[src/rtl/acpu_pkg.sv]
package acpu_pkg;

  // Field widths of the request and result words.
  localparam int DATA_W = 32;
  localparam int ADDR_W = 12;
  localparam int OP_W   = 4;
  localparam int REQ_W  = 2;

  // Request kinds.
  localparam logic [REQ_W-1:0] REQ_WRITE = 2'd0;
  localparam logic [REQ_W-1:0] REQ_READ  = 2'd1;
  localparam logic [REQ_W-1:0] REQ_EXEC  = 2'd2;

  // Instruction word layout.
  localparam int OP_LSB   = 27;
  localparam int ARG0_LSB = 15;
  localparam int ARG1_LSB = 3;

  // Opcodes; OP_NONE and every code not listed here are illegal and stop the core.
  localparam logic [OP_W-1:0] OP_NONE   = 4'd0;
  localparam logic [OP_W-1:0] OP_ADD    = 4'd1;
  localparam logic [OP_W-1:0] OP_SUB    = 4'd2;
  localparam logic [OP_W-1:0] OP_AND    = 4'd3;
  localparam logic [OP_W-1:0] OP_LSHIFT = 4'd4;
  localparam logic [OP_W-1:0] OP_ADDI   = 4'd5;
  localparam logic [OP_W-1:0] OP_READ   = 4'd6;
  localparam logic [OP_W-1:0] OP_WRITE  = 4'd7;
  localparam logic [OP_W-1:0] OP_JMP    = 4'd8;
  localparam logic [OP_W-1:0] OP_BIZ    = 4'd9;
  localparam logic [OP_W-1:0] OP_BNP    = 4'd10;
  localparam logic [OP_W-1:0] OP_HALT   = 4'd11;

  // Result of the shared ALU together with the flags that the branches test.
  typedef struct packed {
    logic [DATA_W-1:0] value;
    logic              is_zero;
    logic              is_neg;
  } alu_out_t;

endpackage

[src/rtl/acpu_alu.sv]
module acpu_alu (
  input  logic [acpu_pkg::OP_W-1:0]   op,
  input  logic [acpu_pkg::DATA_W-1:0] x,
  input  logic [acpu_pkg::DATA_W-1:0] y,
  input  logic [acpu_pkg::ADDR_W-1:0] imm,
  output acpu_pkg::alu_out_t          res
);

  import acpu_pkg::*;

  logic [DATA_W-1:0] value;

  // Loads and branches pass the first operand through.
  always_comb begin
    case (op)
      OP_ADD:    value = x + y;
      OP_SUB:    value = x - y;
      OP_AND:    value = x & y;
      OP_LSHIFT: value = x << y[4:0];
      OP_ADDI:   value = x + DATA_W'(imm);
      default:   value = x;
    endcase
  end

  assign res.value   = value;
  assign res.is_zero = (value == '0);
  assign res.is_neg  = value[DATA_W-1];

endmodule

[config.mk]
export PLATFORM = sky130hd
export DESIGN_NAME = acpu_alu
export DESIGN_NICKNAME = d
export VERILOG_FILES = /design/src/rtl/acpu_pkg.sv /design/src/rtl/acpu_alu.sv
export SDC_FILE = /design/constraint.sdc
export NUM_CORES = 1
export LEC_CHECK = 0
export ABC_CLOCK_PERIOD_IN_PS = 10400
export BUFFER_PORTS_ARGS = -buffer_cell sky130_fd_sc_hd__buf_2
export CORE_MARGIN = 2
export CORE_UTILIZATION = 31
export DETAILED_ROUTE_END_ITERATION = 12
export MAX_ROUTING_LAYER = met4
export PLACE_DENSITY = 0.6
export SYNTH_ARGS = -nofsm -noshare
export SYNTH_HDL_FRONTEND = slang
export SYNTH_SLANG_ARGS = --single-unit
[constraint.sdc]
create_clock -name vclk -period 10.4
set_input_delay 2.08 -clock vclk [all_inputs]
set_output_delay 2.08 -clock vclk [all_outputs]
set_load 0.005 [all_outputs]
Word-level counts from Yosys, hierarchy flattened
Index checks and enable logic that the tools add are counted.
- equality and inequality tests: 5
- shift-type cells: 1
- multiplexer cells: 1
- add/sub/neg operators: 3
- bitwise gates (word level): 1
- reductions and logical operators: 1
- operators by type and width (cell ; count):
    32-bit one-hot mux with 5 select lines ; 1
    32-bit by 12-bit adder with 32-bit output ; 1
    32-bit adder ; 1
    32-bit AND ; 1
    32-bit zero test ; 1
    32-bit by 5-bit << shifter with 32-bit output ; 1
    32-bit subtractor ; 1
    4-bit by 2-bit equality test with 1-bit output, second input constant ; 2
    4-bit by 3-bit equality test with 1-bit output, second input constant ; 2
    4-bit by 1-bit equality test with 1-bit output, second input constant ; 1
- input port bits: 80
- flip-flop bits (word level): 0

Longest topological paths before layout
- depth in word-level cells: 3
- depth in mapped cells: 23
- mapped depth without buffers: 21

Worst setup path after synthesis
OpenSTA, ideal clock, no wires.
- path kind: input -> output
- start: input y[1] (netlist name)
- end: output res[1] (netlist name)
- cell stages on the path: 23
- setup slack: 1489 ps
- data arrival time: 6831 ps
- path buffers: 3
- data required time: 8320 ps
- path through: buf_2 > clkinv_1 > buf_1 > ha_1 > nor3b_1 > nand4b_1 > or3_1 > nor4_1 > nand2_1 > o31ai_1 > xor2_1 > nor2_1 > ha_1 > clkbuf_1 > a21oi_1 > o21ai_0 > a2111oi_0 > nor4_1 > a41oi_1 > nand3_1 > nor4_2 > nand4_1 > nor4_2
- RTL lines (element ; line ; RTL):
    start: declaration ; acpu_alu.sv:4 ; input logic [acpu_pkg::DATA_W-1:0] y,
    end: declaration ; acpu_alu.sv:6 ; output acpu_pkg::alu_out_t res

==> impl_metrics.yaml <==
floorplanning:
  initial_utilization_pct: 31.70
  die_area_mm2: 0.01954
  die_w_um: 139.8
  io_pins: 114
  core_mm2: 0.01802
  die_y_um: 139.8
  num_rows: 49
critical_path:
  worstPathArrival_ns: 7.57
  cp_cell_sequence: "buf_2, clkinv_1, ha_1, nor3b_1, nand4b_1, or3_1, nor4_1, nand2_1, o31ai_1, xor2_1, nor2_1, ha_1, nand2_1, o21ai_0, or3_1, a21oi_1, a311oi_1, o211ai_1, nor4_2, nand4_1, nor4_2, buf_2"
  worstSetupEndpointType: "output pin"
  path_class: "input port to output pin"
  crit_path_start_kind: "input port"
  critPathBufInv: 3
  required_ns: 8.32
  slowest_stage: "nor3b_1"
  critPathMaxFanout: 26
  crit_family: "simple AND/OR/NAND/NOR gates"
  max_stage_delay_ns: 0.44
timing:
  max_freq_ghz: 0.1036
  fin_crit_sh_pct: 92.82
  slew_headroom_pct: 37.16
  rsz0062_at_grt: "no"
  worst_pin_slew_ns: 0.9401
  drv_slew: 0
  finalCriticalPeriod_ns: 9.653
  timing.final.hold_violations: 0
  final-setup-viol-count: 0
  tns_ns: 0
clocking:
  ctsHoldBuffers: 0
  cts_resized: 0
  cts_setup_buffers: 0
placed_design:
  port_buffers: 114
  gp_congestion: 1.013
  hpwl_um: 20610
cells_and_area:
  seqCellArea_um2: 0
  final_cell_mix: "buf_2, nand2_1, nor2_1"
  nFlopsAndLatches: 0
  clkbuf_count: 0
  fill_cells: 2008
  final_common_cell: "buf_2"
  utilization_pct: 35.14
  final_net_count: 1003
  antenna_cells: 0
  area_delta_synth_final_pct: 10.84
  drive_gt1_share_pct: 21.53
pwr:
  powerDensity_mw_per_mm2: 62.95
  p_leak_nw: 2.614
  ir_drop_uv: 36.59
drt:
  wl_met1_um: 10970
  drtPass1Iterations: 5
  top_layer_used: "met4"
  num_vias: 7229
  drc: 0
  dr_wl_met3_um: 2575
  ant_nets: 0
  dr.first_iter.drc_count: 981
  via_per_inst: 6.478
  finalWirelength_um: 25700
  post_drt_wl_per_cell_um: 23.03
  wl_met2_um: 11450
min_path:
  hp-class: "input port to output pin"
logic_synthesis:
  synth.distinct_cells: 96
  synth_cells: 824
  syn_avg_cell_area_um2: 6.935
  synthesis.yosys.warnings: 0
  yosysSeqAreaShare_pct: 0
  syn_area_mm2: 0.005714
  syn-num-nets: 938
grt:
  grt_max_degree: 45
  grt_usage_pct: 25.59
  grt_pass1_vias: 6741
  antenna_found_initial: 0
  overflow: 0
  grt_pass1_wl_um: 39210
status:
  status: "finished, final reports clean"
flow_run:
  maxCapViolCount: 0
==> cells in the mapped netlist (18+ instances only) <==
master    number  area, µm²
nand2_1       84      315.3
nor2_1        71      266.5
a21oi_1       66      330.3
o21ai_0       64      320.3
mux2i_1       41      410.4
clkbuf_1      36      135.1
ha_1          33      412.9
inv_1         24      90.09
nand3_1       24      120.1
a21o_1        20      150.1
nor3_1        19      95.09
o211ai_1      18      135.1
==> cells by family (layout without fill, tap and decap cells) <==
family	Yosys count	after routing	synth area share [%]
AOI/OAI and AO/OA	301	301	36.17
xor gates and xnor gates	27	27	4.270
adders and majority gates	34	34	7.576
buffers and inverters	85	148	7.335
muxes	72	72	16.84
and+or+nand+nor	305	305	27.81
==> worst paths after layout <==
kind              from  endpoint  cells past startpoint
hold / removal    x[0]    res[2]                      3
setup / recovery  y[1]    res[1]                     22
==> metal layers <==
metal	global-route usage, %	vias up
met3	4.646	61
met2	39.41	415
met5	-	-
met4	5.053	0
met1	35.21	3418
li1	-	3335
==> per-stage QoR <==
step	power [mW]	instance area, µm²	setup slack, ns	hold WS (ns)	std cells
floorplan	0.2638	5714	1.489	4.288	824
global placement	0.3866	6334	0.9981	4.601	1116
detailed placement	0.3863	6334	0.8600	4.580	1116
CTS	0.3882	6334	0.8310	4.588	1116
global route	0.4310	6334	0.3474	4.643	1116
finish	0.3987	6334	0.7471	4.601	1116
==> area by class of cell <==
cell class	instances	area, µm²	share of cell area, %
inverters	26	97.59	1.541
multi-input cells	739	5319	83.98
well taps	229	286.5	4.524
repair buffers	122	630.6	9.957
==> report_power, final <==
part / leakage, nW / internal, mW / switching, mW
combinational: 2.61 / 0.153 / 0.246
sequential: 0 / 0 / 0
clock: 0 / 0 / 0
total: 2.61 / 0.153 / 0.246
==> tightest hold or removal path: stages <==
cell    delay [ns]
buf_2         0.14
a22o_1        0.18
buf_2         0.12
Note: power is estimated with default switching activity, not from simulation.
