--- src/rtl/acpu_pkg.sv ---
package acpu_pkg;

  // Field widths of the request and result words.
  localparam int DATA_W = 32;
  localparam int ADDR_W = 12;
  localparam int OP_W   = 4;
  localparam int REQ_W  = 2;

  // Request kinds.
  localparam logic [REQ_W-1:0] REQ_WRITE = 2'd0;
  localparam logic [REQ_W-1:0] REQ_READ  = 2'd1;
  localparam logic [REQ_W-1:0] REQ_EXEC  = 2'd2;

  // Instruction word layout.
  localparam int OP_LSB   = 27;
  localparam int ARG0_LSB = 15;
  localparam int ARG1_LSB = 3;

  // Opcodes; OP_NONE and every code not listed here are illegal and stop the core.
  localparam logic [OP_W-1:0] OP_NONE   = 4'd0;
  localparam logic [OP_W-1:0] OP_ADD    = 4'd1;
  localparam logic [OP_W-1:0] OP_SUB    = 4'd2;
  localparam logic [OP_W-1:0] OP_AND    = 4'd3;
  localparam logic [OP_W-1:0] OP_LSHIFT = 4'd4;
  localparam logic [OP_W-1:0] OP_ADDI   = 4'd5;
  localparam logic [OP_W-1:0] OP_READ   = 4'd6;
  localparam logic [OP_W-1:0] OP_WRITE  = 4'd7;
  localparam logic [OP_W-1:0] OP_JMP    = 4'd8;
  localparam logic [OP_W-1:0] OP_BIZ    = 4'd9;
  localparam logic [OP_W-1:0] OP_BNP    = 4'd10;
  localparam logic [OP_W-1:0] OP_HALT   = 4'd11;

  // Result of the shared ALU together with the flags that the branches test.
  typedef struct packed {
    logic [DATA_W-1:0] value;
    logic              is_zero;
    logic              is_neg;
  } alu_out_t;

endpackage

--- src/rtl/acpu_amod.sv ---
module acpu_amod #(
  parameter int MEM_WORDS = 4096,
  localparam int AW = $clog2(MEM_WORDS)
) (
  input  logic                       clk,
  input  logic [acpu_pkg::ADDR_W-1:0] addr_in,
  output logic [AW-1:0]              addr_out
);

  import acpu_pkg::*;

  // Reduces a 12-bit address modulo MEM_WORDS in two pipeline stages: a
  // multiply by the rounded-up reciprocal gives the quotient, and a second
  // multiply and subtract give the remainder.
  localparam int RECIP_SH = 24;
  localparam logic [RECIP_SH-1:0] RECIP =
    RECIP_SH'((2**RECIP_SH + MEM_WORDS - 1) / MEM_WORDS);
  localparam int PROD_W = ADDR_W + RECIP_SH;
  localparam int DIFF_W = ADDR_W + 1;

  logic [ADDR_W-1:0] addr_s1_r;
  logic [PROD_W-1:0] prod_r;
  logic [ADDR_W-1:0] quot;
  logic [DIFF_W+ADDR_W-1:0] qm;
  logic [DIFF_W-1:0] diff;
  logic [DIFF_W-1:0] rem;
  logic [AW-1:0]     addr_out_r;

  assign quot = prod_r[PROD_W-1:RECIP_SH];
  assign qm   = (DIFF_W+ADDR_W)'(quot) * (DIFF_W+ADDR_W)'(MEM_WORDS);
  assign diff = {1'b0, addr_s1_r} - qm[DIFF_W-1:0];

  always_comb begin
    if (diff >= DIFF_W'(MEM_WORDS)) begin
      rem = diff - DIFF_W'(MEM_WORDS);
    end else begin
      rem = diff;
    end
  end

  always_ff @(posedge clk) begin
    addr_s1_r  <= addr_in;
    prod_r     <= PROD_W'(addr_in) * PROD_W'(RECIP);
    addr_out_r <= rem[AW-1:0];
  end

  assign addr_out = addr_out_r;

endmodule

--- config.mk ---
export PLATFORM = sky130hd
export DESIGN_NAME = acpu_amod
export DESIGN_NICKNAME = d
export VERILOG_FILES = /design/src/rtl/acpu_pkg.sv /design/src/rtl/acpu_amod.sv
export SDC_FILE = /design/constraint.sdc
export NUM_CORES = 1
export LEC_CHECK = 0
export BUFFER_PORTS_ARGS = -buffer_cell sky130_fd_sc_hd__buf_4
export CAP_MARGIN = 20
export CORE_UTILIZATION = 25
export CTS_CLUSTER_SIZE = 16
export DETAILED_ROUTE_END_ITERATION = 16
export GPL_TIMING_DRIVEN = 0
export SLEW_MARGIN = 20
export SYNTH_ARGS = -nofsm -noshare
export SYNTH_HDL_FRONTEND = slang
export SYNTH_SLANG_ARGS = --single-unit
--- constraint.sdc ---
create_clock -name clk -period 0.8 [get_ports clk]
set_clock_uncertainty 0.15 [all_clocks]
set_input_delay 0.12 -clock clk [delete_from_list [all_inputs] [get_ports clk]]
set_output_delay 0.12 -clock clk [all_outputs]
set_load 0.01 [all_outputs]
======== After elaboration in Yosys (flattened, before gate mapping) ========
Cells that the tools add are included.
Widths: inputs -> output; s select.
operators by class
  mux-type cells .......................... 1
  add/sub/neg operators ................... 1
  order comparisons ....................... 1
operators with widths
  operator               count
  $ge 12x13->1 const B   1
  $mux 12                1
  $sub 12x1->12 const B  1
word-level totals
  bits of input ports ..................... 13
  logic and storage cells ................. 5
  flip-flop bits (word level) ............. 24
  output and inout port bits .............. 12

======== Logic depth before layout (Yosys ltp) ========
  depth in word-level cells ............... 2
  mapped depth ............................ 0
  depth with buffers taken out ............ 0

======== Worst setup path after synthesis ========
Ideal clock, no wire load.
  kind .................................... register to output
  start point ............................. register addr_out_r[0], in the netlist addr_out[0]
  end point ............................... output addr_out[0]
  setup slack ............................. 0.199 ns
  buffers on the path ..................... 0
  required time ........................... 0.530 ns
  data arrival time ....................... 0.331 ns
  stages on the path, launching flop included .. 1
  cells stage by stage .................... dfxtp_1
RTL lines
  element                   line             RTL
  start: declaration        acpu_amod.sv:27  logic [AW-1:0] addr_out_r;
  start signal: assignment  acpu_amod.sv:44  addr_out_r <= rem[AW-1:0];
  end: declaration          acpu_amod.sv:7   output logic [AW-1:0] addr_out
No word-level cell between the ends.

======== Final worst setup path ========
  start point ............................. register addr_out_r[2], in the netlist addr_out[2]
  end point ............................... output addr_out[2]
No word-level cell between the ends.

==> run metrics <==
outcome=finished with violations; violated checks=negative setup slack; period utilization=127%; vias per std cell=3.45; Avg WL per Cell=8.72 um; cell area after synthesis=480 um^2; Inserted Clock Buffers=3; drt pass-1 iters=1; area occupied by multi-input gates=0 um^2; Post-Syn Nets=37; top cell family by delay on the critical path=flip-flops; Initial DRC Count=0; Worst Reg-to-Reg Cells=0; WL final=776 um; WHS=0.184 ns; Reg area=494 um^2; largest net degree at the start of global routing=14; Ports=25; predominant post-synthesis flop cell=dfxtp_1; core area=1760 um^2; total global routing overflow=0; top cell type's share of synthesized area=100%; CTS Sinks=24; Worst path slowest cell=dfxtp_2; fin. max-slew vios=0; DIE HEIGHT=45.8 um; Hold/Removal Path Class=flip-flop to flip-flop; CP Launch Point=addr_out[2]$_DFF_P_; Clk Latency, worst-skew pair=0.29 ns; Max Root-Sink Buffers=2; synth top area cells=dfxtp_1 (100%); number of global-route vias before repair=302; count leader, synth=dfxtp_1; Crit path largest cell delay=0.34 ns; Post-synth top cells=dfxtp_1 (24); crit path to=addr_out[2]; P per Cell Area=2250 nW/um^2; Multi-In Gates=0; Yosys cell types=1; reg2reg setup slack=0.24 ns; gr usage total=8.85%; minimum clock period=1.02 ns; Rel. slew slack=92.3%; Cell Chain, Critical Path=buf_6; syn_area_per_cell=20.0 um^2; R2R Path Start=addr_s1_r[1]$_DFF_P_; layout cells sized above 1=60.9%; WP buf/inv=1; #FFs+latches synth=24; first-pass GRT wire length=1210 um; initial antenna violation count=0; register area share after synthesis=100%; setup bufs post-CTS=0; VDD IR max=0.835 mV; Max Cap Viol=0; filler instances=169; crit start category=flip-flop; number of I/O port buffers=24; final hold viol count=0; post-route setup slack=-0.215 ns; WP depth=1; data required time of the worst path=0.53 ns; DIE WIDTH=45.8 um; GPL Wtd Cong=0.540; unrepaired setup endpoints after global routing=true; CTS tree=built; Max Clock Freq=985 MHz; CP Capture Type=output pin; Yosys warning total=0; kind of critical path=flip-flop to output pin; pre-CTS worst setup slack=0.112 ns; Worst EP arrival=0.75 ns; Syn Inst Count=24; ant diodes=0; Site Rows=15; H-Tree Level Count=1; drc violations=0; post-synth top area cell=dfxtp_1; FFs w/ async S/R, synth=0%; number of synthesized flops with an enable pin=0; Reg clk slew, reported paths=0.12 ns; Worst Max-Slew Pin Slew=0.116 ns; die area=2100 um^2; P_leak=0.000404 uW; starting density of the core=27.2%; Post-DRT Antenna Nets=0; area added between synthesis and finish=88.8%; root buffer cell=clkbuf_4; final setup vio count=12; Vias=307; worst reg2reg endpoint=addr_out[1]$_DFF_P_; fin nets=78; CP max FO=1
-- metrics by stage --
step / setup TNS [ns] / utilization (%) / total power, uW / cells / area [um^2]
finish: -2.47 / 51.4 / 2040 / 89 / 907
global route: -2.96 / 51.4 / 2140 / 89 / 907
CTS: -2.59 / 51.1 / 2060 / 89 / 901
detailed placement: 0 / 39.2 / 1410 / 73 / 692
global placement: 0 / 39.2 / 1400 / 73 / 692
floorplan: 0 / - / 1320 / 24 / 480
-- placed cells by master, fill, tap and decap left out --
cell           count
clkbuf_4           3
clkbuf_8           1
buf_6             12
dlygate4sd3_1     12
dfxtp_1           13
buf_4             12
dfxtp_2           11
-- worst min path at each step --
stage	startpoint	endpoint	slack, ns	cells after the start
floorplan	addr_in[0]	addr_s1_r[0]$_DFF_P_	-0.002	0
global placement	addr_in[11]	addr_s1_r[11]$_DFF_P_	0.07	1
detailed placement	addr_in[1]	addr_s1_r[1]$_DFF_P_	0.08	1
CTS	addr_s1_r[6]$_DFF_P_	addr_out[6]$_DFF_P_	0.19	0
global route	addr_s1_r[5]$_DFF_P_	addr_out[5]$_DFF_P_	0.19	0
finish	addr_s1_r[10]$_DFF_P_	addr_out[10]$_DFF_P_	0.18	0
-- flip-flops by register name, summed over array words and instances (netlist names) --
| register | cells |
|---|---|
| addr_out | 12 |
| addr_s1_r | 12 |
-- power by group --
group | internal (uW) | total, uW | switching, uW | leakage, uW
combinational | 130 | 173 | 43.0 | 0.000180
clock | 277 | 585 | 308 | 0.0000210
sequential | 1260 | 1290 | 20.6 | 0.000203
total | 1670 | 2040 | 372 | 0.000404
-- final cells by class --
| class | instances | area share, % |
|---|---|---|
| well taps | 25 | 3.45 |
| clock buffers | 4 | 4.00 |
| flip-flops and latches | 24 | 54.5 |
| repair buffers | 36 | 38.1 |
-- routing by layer --
metal | up-vias | share of wire, % | track usage, %
met4 | 0 | 2.2 | 7.06
met1 | 141 | 34 | 7.60
met5 | - | 0 | 0
met2 | 12 | 58 | 16.3
li1 | 152 | - | -
met3 | 2 | 5.0 | 2.78
-- timing repair --
item,CTS,global route
hold endpoints to repair,12,0
hold buffers,12,0
endpoints found under the setup margin,12,12
pin swaps,0,0
resized for setup,18,5
-- cells by family (layout without fill, tap and decap cells) --
family,after synthesis,in the layout,share of synthesized area [%]
buffers and inverters,0,40,0
flip-flops,24,24,100
Note: power is estimated with default switching activity, not from simulation.
